[src/rtl/rlpe_pkg.sv]
// Shared types and constants for the RGB LED serial pulse encoder.
`default_nettype none

package rlpe_pkg;

   localparam int CSR_IDX_BITS  = 3;
   localparam int CSR_DATA_BITS = 16;
   localparam int PIXEL_BITS    = 24;
   localparam int COUNT_BITS    = 5;

   localparam logic [COUNT_BITS-1:0] BITS_PER_PIXEL = 5'd24;

   // Register indexes on the csr port.
   localparam logic [CSR_IDX_BITS-1:0] CSR_ZERO_HIGH = 3'd0;
   localparam logic [CSR_IDX_BITS-1:0] CSR_ZERO_LOW  = 3'd1;
   localparam logic [CSR_IDX_BITS-1:0] CSR_ONE_HIGH  = 3'd2;
   localparam logic [CSR_IDX_BITS-1:0] CSR_ONE_LOW   = 3'd3;
   localparam logic [CSR_IDX_BITS-1:0] CSR_LATCH     = 3'd4;

   // Register reset values.
   localparam logic [CSR_DATA_BITS-1:0] RST_ZERO_HIGH = 16'd20;
   localparam logic [CSR_DATA_BITS-1:0] RST_ZERO_LOW  = 16'd42;
   localparam logic [CSR_DATA_BITS-1:0] RST_ONE_HIGH  = 16'd40;
   localparam logic [CSR_DATA_BITS-1:0] RST_ONE_LOW   = 16'd22;
   localparam logic [CSR_DATA_BITS-1:0] RST_LATCH     = 16'd2500;

   // Command codes.
   localparam logic CMD_TICK  = 1'b0;
   localparam logic CMD_OFFER = 1'b1;

   typedef struct packed {
      logic       cmd;
      logic [7:0] red;
      logic [7:0] green;
      logic [7:0] blue;
      logic       frame_last;
   } req_type;

   typedef struct packed {
      logic line_level;
      logic can_accept;
      logic refused;
      logic underrun;
   } rsp_type;

   typedef struct packed {
      logic [CSR_DATA_BITS-1:0] zero_high_ticks;
      logic [CSR_DATA_BITS-1:0] zero_low_ticks;
      logic [CSR_DATA_BITS-1:0] one_high_ticks;
      logic [CSR_DATA_BITS-1:0] one_low_ticks;
      logic [CSR_DATA_BITS-1:0] latch_ticks;
   } cfg_type;

endpackage

`default_nettype wire

[src/rtl/rlpe_chan_if.sv]
// Valid/ready channel carrying one payload per beat.
`default_nettype none

interface rlpe_chan_if #(
   parameter type payload_type = logic
);
   logic        valid;
   logic        ready;
   payload_type payload;

   modport source (output valid, output payload, input ready);
   modport sink   (input valid, input payload, output ready);
endinterface

`default_nettype wire

[src/rtl/rgb_led_serial_pulse_encoder.sv]
// Top level: single-wire RGB LED pulse encoder with input and result registers.
// Req beat to rsp beat passes the input register, then the result register.
// Throughput: one beat per cycle unless rsp stalls; state update is a single pass.
// Backpressure on rsp stalls the result register, then the input register.
// Reset: synchronous, active high; buffer empty, line low, latch gap counted as met,
// timing registers back to their defaults.
`default_nettype none

module rgb_led_serial_pulse_encoder #(
   parameter int TIMER_BITS = 16
) (
   input  wire logic                                 clock,
   input  wire logic                                 reset,
   rlpe_chan_if.sink                                 req_bus,
   rlpe_chan_if.source                               rsp_bus,
   input  wire logic                                 csr_we,
   input  wire logic [rlpe_pkg::CSR_IDX_BITS-1:0]    csr_index,
   input  wire logic [rlpe_pkg::CSR_DATA_BITS-1:0]   csr_wdata
);
   import rlpe_pkg::*;

   cfg_type cfg;

   // Input register stage.
   logic    req_vld_ff;
   req_type req_ff;

   // Result register stage.
   logic    rsp_vld_ff;
   rsp_type rsp_ff;

   rsp_type core_rsp;
   logic    advance;   // result register free or draining this cycle
   logic    step;      // buffered beat goes through the encoder now

   assign advance = !rsp_vld_ff || rsp_bus.ready;
   assign step    = req_vld_ff && advance;

   // Input stage takes a beat when empty or when its beat moves on.
   assign req_bus.ready = !req_vld_ff || advance;

   rlpe_cfg u_cfg (
      .clock     (clock),
      .reset     (reset),
      .csr_we    (csr_we),
      .csr_index (csr_index),
      .csr_wdata (csr_wdata),
      .cfg       (cfg)
   );

   rlpe_core #(
      .TIMER_BITS (TIMER_BITS)
   ) u_core (
      .clock  (clock),
      .reset  (reset),
      .step   (step),
      .item   (req_ff),
      .cfg    (cfg),
      .result (core_rsp)
   );

   always_ff @(posedge clock) begin
      if (reset) begin
         req_vld_ff <= 1'b0;
      end else if (req_bus.ready) begin
         req_vld_ff <= req_bus.valid;
      end
   end

   always_ff @(posedge clock) begin
      if (req_bus.ready && req_bus.valid) begin
         req_ff <= req_bus.payload;
      end
   end

   always_ff @(posedge clock) begin
      if (reset) begin
         rsp_vld_ff <= 1'b0;
      end else if (advance) begin
         rsp_vld_ff <= req_vld_ff;
      end
   end

   always_ff @(posedge clock) begin
      if (step) begin
         rsp_ff <= core_rsp;
      end
   end

   assign rsp_bus.valid   = rsp_vld_ff;
   assign rsp_bus.payload = rsp_ff;

   a_stall_holds_req: assert property (@(posedge clock) disable iff (reset)
      (req_vld_ff && !advance) |=> req_vld_ff)
      else $error("buffered beat lost during stall");

   a_step_fills_rsp: assert property (@(posedge clock) disable iff (reset)
      step |=> rsp_vld_ff)
      else $error("processed beat produced no result");

   a_no_refuse_on_tick: assert property (@(posedge clock) disable iff (reset)
      (step && req_ff.cmd == CMD_TICK) |-> !core_rsp.refused)
      else $error("refusal flagged on a tick");

endmodule

`default_nettype wire

[src/rtl/rlpe_cfg.sv]
// Timing register file written through the csr port.
`default_nettype none

module rlpe_cfg (
   input  wire logic                                 clock,
   input  wire logic                                 reset,
   input  wire logic                                 csr_we,
   input  wire logic [rlpe_pkg::CSR_IDX_BITS-1:0]    csr_index,
   input  wire logic [rlpe_pkg::CSR_DATA_BITS-1:0]   csr_wdata,
   output rlpe_pkg::cfg_type                         cfg
);
   import rlpe_pkg::*;

   cfg_type cfg_ff;
   cfg_type cfg_in;

   always_comb begin
      cfg_in = cfg_ff;
      if (csr_we) begin
         unique case (csr_index)
            CSR_ZERO_HIGH: cfg_in.zero_high_ticks = csr_wdata;
            CSR_ZERO_LOW:  cfg_in.zero_low_ticks  = csr_wdata;
            CSR_ONE_HIGH:  cfg_in.one_high_ticks  = csr_wdata;
            CSR_ONE_LOW:   cfg_in.one_low_ticks   = csr_wdata;
            CSR_LATCH:     cfg_in.latch_ticks     = csr_wdata;
            default:       cfg_in = cfg_ff;  // unmapped index, ignored
         endcase
      end
   end

   always_ff @(posedge clock) begin
      if (reset) begin
         cfg_ff.zero_high_ticks <= RST_ZERO_HIGH;
         cfg_ff.zero_low_ticks  <= RST_ZERO_LOW;
         cfg_ff.one_high_ticks  <= RST_ONE_HIGH;
         cfg_ff.one_low_ticks   <= RST_ONE_LOW;
         cfg_ff.latch_ticks     <= RST_LATCH;
      end else begin
         cfg_ff <= cfg_in;
      end
   end

   assign cfg = cfg_ff;

endmodule

`default_nettype wire

[src/rtl/rlpe_core.sv]
// Encoder state: holding buffer, bit shifter, phase and gap timers.
`default_nettype none

module rlpe_core #(
   parameter int TIMER_BITS = 16
) (
   input  wire logic              clock,
   input  wire logic              reset,
   input  wire logic              step,
   input  wire rlpe_pkg::req_type item,
   input  wire rlpe_pkg::cfg_type cfg,
   output rlpe_pkg::rsp_type      result
);
   import rlpe_pkg::*;

   localparam int CW = (TIMER_BITS > CSR_DATA_BITS) ? TIMER_BITS : CSR_DATA_BITS;
   localparam logic [TIMER_BITS-1:0] TIMER_MAX = {TIMER_BITS{1'b1}};
   localparam logic [CW-1:0]         TIMER_MAX_W = CW'(TIMER_MAX);

   // Register length saturated into the timer range; zero acts as one tick.
   function automatic logic [TIMER_BITS-1:0] clamp_len(input logic [CSR_DATA_BITS-1:0] v);
      logic [CW-1:0] e;
      e = CW'(v);
      return (e > TIMER_MAX_W) ? TIMER_MAX : TIMER_BITS'(e);
   endfunction

   logic [PIXEL_BITS-1:0] shifter_ff,  shifter_in;
   logic [COUNT_BITS-1:0] bits_ff,     bits_in;
   logic                  high_ff,     high_in;
   logic [TIMER_BITS-1:0] phase_ff,    phase_in;
   logic [PIXEL_BITS-1:0] held_ff,     held_in;
   logic                  held_vld_ff, held_vld_in;
   logic                  held_last_ff, held_last_in;
   logic                  send_last_ff, send_last_in;
   logic                  in_frame_ff, in_frame_in;
   logic [TIMER_BITS-1:0] gap_ff,      gap_in;

   logic load;
   logic refused;
   logic underrun;
   logic gap_met;

   assign gap_met = (CW'(gap_ff) >= CW'(cfg.latch_ticks)) || (gap_ff == TIMER_MAX);

   always_comb begin
      shifter_in   = shifter_ff;
      bits_in      = bits_ff;
      high_in      = high_ff;
      phase_in     = phase_ff;
      held_in      = held_ff;
      held_vld_in  = held_vld_ff;
      held_last_in = held_last_ff;
      send_last_in = send_last_ff;
      in_frame_in  = in_frame_ff;
      gap_in       = gap_ff;
      load         = 1'b0;
      refused      = 1'b0;
      underrun     = 1'b0;

      if (step) begin
         if (item.cmd == CMD_OFFER) begin
            if (held_vld_ff) begin
               refused = 1'b1;
            end else begin
               held_in      = {item.green, item.red, item.blue};
               held_last_in = item.frame_last;
               held_vld_in  = 1'b1;
            end
         end else if (bits_ff == '0) begin
            // idle between pixels
            if (in_frame_ff) begin
               load = held_vld_ff;
            end else if (held_vld_ff && gap_met) begin
               load = 1'b1;
            end else if (gap_ff != TIMER_MAX) begin
               gap_in = gap_ff + 1'b1;
            end
         end else if (phase_ff <= TIMER_BITS'(1)) begin
            if (high_ff) begin
               high_in  = 1'b0;
               phase_in = clamp_len(shifter_ff[PIXEL_BITS-1] ? cfg.one_low_ticks
                                                             : cfg.zero_low_ticks);
            end else begin
               shifter_in = {shifter_ff[PIXEL_BITS-2:0], 1'b0};
               bits_in    = bits_ff - 1'b1;
               if (bits_ff != COUNT_BITS'(1)) begin
                  high_in  = 1'b1;
                  phase_in = clamp_len(shifter_ff[PIXEL_BITS-2] ? cfg.one_high_ticks
                                                                : cfg.zero_high_ticks);
               end else begin
                  // pixel done
                  high_in  = 1'b0;
                  phase_in = '0;
                  if (send_last_ff) begin
                     in_frame_in = 1'b0;
                     gap_in      = '0;
                  end else if (held_vld_ff) begin
                     load = 1'b1;
                  end else begin
                     underrun = 1'b1;
                  end
               end
            end
         end else begin
            phase_in = phase_ff - 1'b1;
         end

         if (load) begin
            shifter_in   = held_ff;
            send_last_in = held_last_ff;
            held_vld_in  = 1'b0;
            bits_in      = BITS_PER_PIXEL;
            in_frame_in  = 1'b1;
            high_in      = 1'b1;
            phase_in     = clamp_len(held_ff[PIXEL_BITS-1] ? cfg.one_high_ticks
                                                           : cfg.zero_high_ticks);
         end
      end
   end

   always_ff @(posedge clock) begin
      if (reset) begin
         shifter_ff   <= '0;
         bits_ff      <= '0;
         high_ff      <= 1'b0;
         phase_ff     <= '0;
         held_vld_ff  <= 1'b0;
         held_last_ff <= 1'b0;
         send_last_ff <= 1'b0;
         in_frame_ff  <= 1'b0;
         gap_ff       <= TIMER_MAX;
      end else begin
         shifter_ff   <= shifter_in;
         bits_ff      <= bits_in;
         high_ff      <= high_in;
         phase_ff     <= phase_in;
         held_vld_ff  <= held_vld_in;
         held_last_ff <= held_last_in;
         send_last_ff <= send_last_in;
         in_frame_ff  <= in_frame_in;
         gap_ff       <= gap_in;
      end
   end

   // pixel buffer itself is payload, no reset
   always_ff @(posedge clock) begin
      held_ff <= held_in;
   end

   assign result.line_level = (bits_in != '0) && high_in;
   assign result.can_accept = !held_vld_in;
   assign result.refused    = refused;
   assign result.underrun   = underrun;

   a_bits_range: assert property (@(posedge clock) disable iff (reset)
      bits_ff <= BITS_PER_PIXEL)
      else $error("bit count above pixel size");

   a_high_needs_bits: assert property (@(posedge clock) disable iff (reset)
      high_ff |-> (bits_ff != '0))
      else $error("high phase with no bit in flight");

   a_bits_in_frame: assert property (@(posedge clock) disable iff (reset)
      (bits_ff != '0) |-> in_frame_ff)
      else $error("sending outside a frame");

   a_refuse_keeps: assert property (@(posedge clock) disable iff (reset)
      (step && item.cmd == CMD_OFFER && held_vld_ff) |=> held_vld_ff)
      else $error("refused offer disturbed the buffer");

endmodule

`default_nettype wire

[src/flat_wrapper.sv]
// flat-port wrapper written by rule: the top's interface ports become plain ports
module rgb_led_serial_pulse_encoder_flat import rlpe_pkg::*;
#(
   parameter int TIMER_BITS = 16
)
  (clock, reset, csr_we, csr_index, csr_wdata, req_bus_valid, req_bus_payload, req_bus_ready, rsp_bus_valid, rsp_bus_payload, rsp_bus_ready);
  rlpe_chan_if #(.payload_type(req_type)) req_bus_i ();
  rlpe_chan_if #(.payload_type(rsp_type)) rsp_bus_i ();
  input  wire logic clock;
  input  wire logic reset;
  input  wire logic csr_we;
  input  wire logic [rlpe_pkg::CSR_IDX_BITS-1:0] csr_index;
  input  wire logic [rlpe_pkg::CSR_DATA_BITS-1:0] csr_wdata;
  input wire logic [$bits(req_bus_i.valid)-1:0] req_bus_valid;
  input wire logic [$bits(req_bus_i.payload)-1:0] req_bus_payload;
  output wire logic [$bits(req_bus_i.ready)-1:0] req_bus_ready;
  output wire logic [$bits(rsp_bus_i.valid)-1:0] rsp_bus_valid;
  output wire logic [$bits(rsp_bus_i.payload)-1:0] rsp_bus_payload;
  input wire logic [$bits(rsp_bus_i.ready)-1:0] rsp_bus_ready;
  assign req_bus_i.valid = req_bus_valid;
  assign req_bus_i.payload = req_bus_payload;
  assign req_bus_ready = req_bus_i.ready;
  assign rsp_bus_valid = rsp_bus_i.valid;
  assign rsp_bus_payload = rsp_bus_i.payload;
  assign rsp_bus_i.ready = rsp_bus_ready;
  rgb_led_serial_pulse_encoder #(.TIMER_BITS(TIMER_BITS)) u_core (.clock(clock), .reset(reset), .req_bus(req_bus_i), .rsp_bus(rsp_bus_i), .csr_we(csr_we), .csr_index(csr_index), .csr_wdata(csr_wdata));
endmodule
[config.mk]
export PLATFORM = sky130hd
export DESIGN_NAME = rgb_led_serial_pulse_encoder_flat
export DESIGN_NICKNAME = d
export VERILOG_FILES = /design/src/rtl/rlpe_pkg.sv /design/src/rtl/rlpe_chan_if.sv /design/src/rtl/rgb_led_serial_pulse_encoder.sv /design/src/rtl/rlpe_cfg.sv /design/src/rtl/rlpe_core.sv /design/src/flat_wrapper.sv
export SDC_FILE = /design/constraint.sdc
export NUM_CORES = 1
export LEC_CHECK = 0
export ABC_AREA = 0
export BUFFER_PORTS_ARGS = -buffer_cell sky130_fd_sc_hd__buf_4
export CAP_MARGIN = 10
export CORE_ASPECT_RATIO = 0.8
export CORE_UTILIZATION = 40
export CTS_BUF_LIST = sky130_fd_sc_hd__clkbuf_2 sky130_fd_sc_hd__clkbuf_4 sky130_fd_sc_hd__clkbuf_8
export DETAILED_ROUTE_END_ITERATION = 10
export MAX_ROUTING_LAYER = met4
export PLACE_DENSITY = 0.53
export SLEW_MARGIN = 0
export SYNTH_ARGS = -nofsm -noshare
export SYNTH_HDL_FRONTEND = slang
export SYNTH_HIERARCHICAL = 1
export SYNTH_SLANG_ARGS = --single-unit
[constraint.sdc]
create_clock -name clock -period 3.8 [get_ports clock]
set_input_delay 0.57 -clock clock [delete_from_list [all_inputs] [get_ports clock]]
set_output_delay 0.57 -clock clock [all_outputs]
set_load 0.005 [all_outputs]
==> results.cfg <==
[run_status]
status = complete, no violations

[global_routing]
antenna_found_initial = 0
grt_pass1_wl_mm = 38.1
grt_pass1_vias = 6869
gr-usage-all-layers_pct = 19.8
overflow = 0
grt_max_degree = 72

[placed_design]
dp_cells = 1287
place_ws_ps = 534
dp_hpwl_mm = 16.0
placed_area_um2 = 10600
place_congestion = 0.824
io_buffers = 55

[routing]
firstDrtPassIters = 5
wl_per_cell_um = 17.6
remaining_drc_errors = 0
drtIter0Drc = 469
totalWireLength_mm = 23.8
drtAntennaViolNets = 0
detail_route.vias_per_cell = 5.27
vias = 7120

[timing]
rsz0062_at_grt = no
fin_crit_sh_pct = 87.3
fin_ws_ps = 482
setup_viol = 0
fin_skew_ps = 23.8
fmax_mhz = 301
hold_slack_ps = 219
tightest_slew_ps = 1100
slew_viol_final = 0
finalCriticalPeriod_ps = 3320
finalHoldViolCount = 0
slew_headroom_pct = 25.5
fin_tns_setup_ps = 0

[cells_and_area]
syn_to_final_growth_pct = 15.6
final_util_pct = 47.9
drive_above_1_share_pct = 19.4
n_fill_cell = 2246
design_area_um2 = 11400
antenna_cells = 0
layout.nets = 1084
fin_cells = 1352

[power]
power_density_nw_per_um2 = 507
p_total_mw = 5.76
irDropWorstVdd_mv = 0.206
p_leak_nw = 4.49

[setup_path]
crit_arrival_ps = 3740
worstPathRequired_ps = 4220
critPathSlowestCell = or4b_1
cp_max_fo = 30
worstSetupStartpointType = flip-flop
worstSetupEndpointType = flip-flop
max_stage_delay_ps = 640
crit_type = flip-flop to flip-flop
cp_cell_sequence = or4_4, or4b_1, nor4_1, a22o_1, buf_12, buf_4, nand2_1, a221oi_2
path_buf_inv = 2
crit_family = simple AND/OR/NAND/NOR gates

[synthesis]
async_flop_share_pct = 0
synthCells = 963
ys.flop_type = dfxtp_1
synth-seq-area-share_pct = 46.6
synthesis.nets = 1034
synth_cell_types = 60
synth_seq_cells = 202
synth_area_um2 = 9840
synth-edff-count = 54
avgSynthCellArea_um2 = 10.2
yosysTopAreaCellShare_pct = 30.1
ys_warn_count = 6
synthTopCellsByArea = dfxtp_1 (30%), edfxtp_1 (16%), mux2i_1 (10%), nand2b_1 (6.0%), a221oi_2 (3.5%)
synth_area_leader_cell = dfxtp_1

[clocking]
numCtsBuffers = 36
cts_tree = built
clk_pin_slew_worst_paths_ps = 60
clockRootBuffer = clkbuf_8
h-tree-depth = 2
cts_resized = 0
cts.sinks = 202
clk_latency_ps = 520
postCtsSetupBuffers = 0
ctsLongestPathBuffers = 3
holdBufCountCts = 0

[floorplan]
io_pins = 56
num_rows = 50
coreArea_um2 = 23800
fp.dieArea_um2 = 25200
die_height_um = 142
initial_core_util_pct = 41.4
die_x_um = 177

[run]
maxCapViolCount = 0

[hold_path]
hold_class = input port to flip-flop
-- kinds of logic (layout without fill, tap and decap cells) --
family                     after synthesis  count (layout)  share of synthesized area (%)
xor gates and xnor gates                28              28                           2.49
DFF                                    202             202                           46.6
muxes                                  120             120                           12.5
buffers and inverters                  116             193                           5.22
and+or+nand+nor                        309             309                           17.0
adders and majority gates               21              21                           2.67
AOI/OAI and AO/OA                      167             167                           13.6
-- per-layer routing --
metal	routed length (µm)	up-vias	part of all wire, %	track usage (%)
met2	9980	138	42	28.6
li1	-	3548	-	-
met5	0	-	0	-
met3	1020	36	4.3	3.61
met4	378	0	1.6	4.63
met1	12400	3398	52	28.6
-- sequential cells by signal, indices dropped and copies added, names as in the netlist --
register,cells
u_core/rsp_bus.valid,1
u_core/u_core/held_vld_ff,1
u_core/rsp_bus.payload,4
u_core/u_core/shifter_ff,24
u_core/u_cfg/cfg,80
u_core/req_ff,26
u_core/req_vld_ff,1
u_core/u_core/phase_ff,16
u_core/u_core/held_last_ff,1
u_core/u_core/send_last_ff,1
u_core/u_core/high_ff,1
u_core/u_core/gap_ff,16
u_core/u_core/in_frame_ff,1
u_core/u_core/bits_ff,5
u_core/u_core/held_ff,24
-- final timing paths --
| path | slack, ps | startpoint | end | cells past startpoint |
|---|---|---|---|---|
| worst max-delay path | 480 | u_core/u_core/phase_ff[9] | u_core/u_core/shifter_ff[9] | 8 |
| worst max register to register | 480 | u_core/u_core/phase_ff[9] | u_core/u_core/shifter_ff[9] | 8 |
| worst min register to register | 410 | u_core/req_ff[5] | u_core/u_core/held_ff[4] | 0 |
| worst min-delay path | 220 | req_bus_payload[7] | u_core/req_ff[7] | 1 |
-- cell usage after synthesis (4+ instances only) --
master    number
dfxtp_1      148
nand4_1        4
xnor2_1       25
a211oi_1      11
clkbuf_1      41
a22o_1         4
nor3_1        31
buf_4          4
or3_1          6
o311ai_0       8
o21ai_0        7
edfxtp_1      54
mux2i_1       99
ha_1          21
buf_2         15
nor4b_1        5
nor3b_1        5
nor2b_1        4
a311oi_1      14
nor2_1        66
inv_1         47
o211ai_1      18
o21bai_1      15
a221oi_2      23
buf_6          6
mux2_2        21
nand3_1        7
nand2_1       59
a21oi_1       50
nand2b_1      94
nor4_1         5
-- final cells by class --
| cell class | count | area, µm² | area share (%) |
|---|---|---|---|
| Sequential cell | 202 | 4580 | 40.3 |
| Inverter | 47 | 176 | 1.55 |
| Tap cell | 312 | 390 | 3.43 |
| Timing Repair Buffer | 81 | 646 | 5.67 |
| Multi-Input combinational cell | 645 | 4790 | 42.1 |
| Clock buffer | 54 | 687 | 6.04 |
| Clock inverter | 11 | 108 | 0.946 |
-- layout by cell type, fill, tap and decap left out, types with 5 or more instances in the layout --
cell and instances:
or3_1 6, dfxtp_1 148, clkbuf_8 45, clkinv_2 5, o211ai_1 18, mux2i_1 99
nor4_1 5, inv_1 47, ha_1 21, xnor2_1 25, a211oi_1 11, nor3b_1 5
clkbuf_4 9, a221oi_2 23, o21ai_0 7, nand2_1 59, nor2_1 65, a311oi_1 14
o21bai_1 15, buf_4 78, o311ai_0 8, mux2_2 21, edfxtp_1 54, nand3_1 7
a21oi_1 50, nand2b_1 94, nor3_1 31
-- power by group --
part,internal [mW],leakage [nW],switching [mW],total (mW)
logic,0.486,2.37,0.617,1.10
registers,2.33,1.71,0.118,2.45
clock network,1.30,0.416,0.914,2.21
-- worst reg2reg max path: stages (launching register included) --
cell and delay [ps]:
dfxtp_1 360, or4_4 560, or4b_1 640, nor4_1 570
a22o_1 410, buf_12 240, buf_4 170, nand2_1 70
a221oi_2 200
Power figures use the tool's default switching activity.
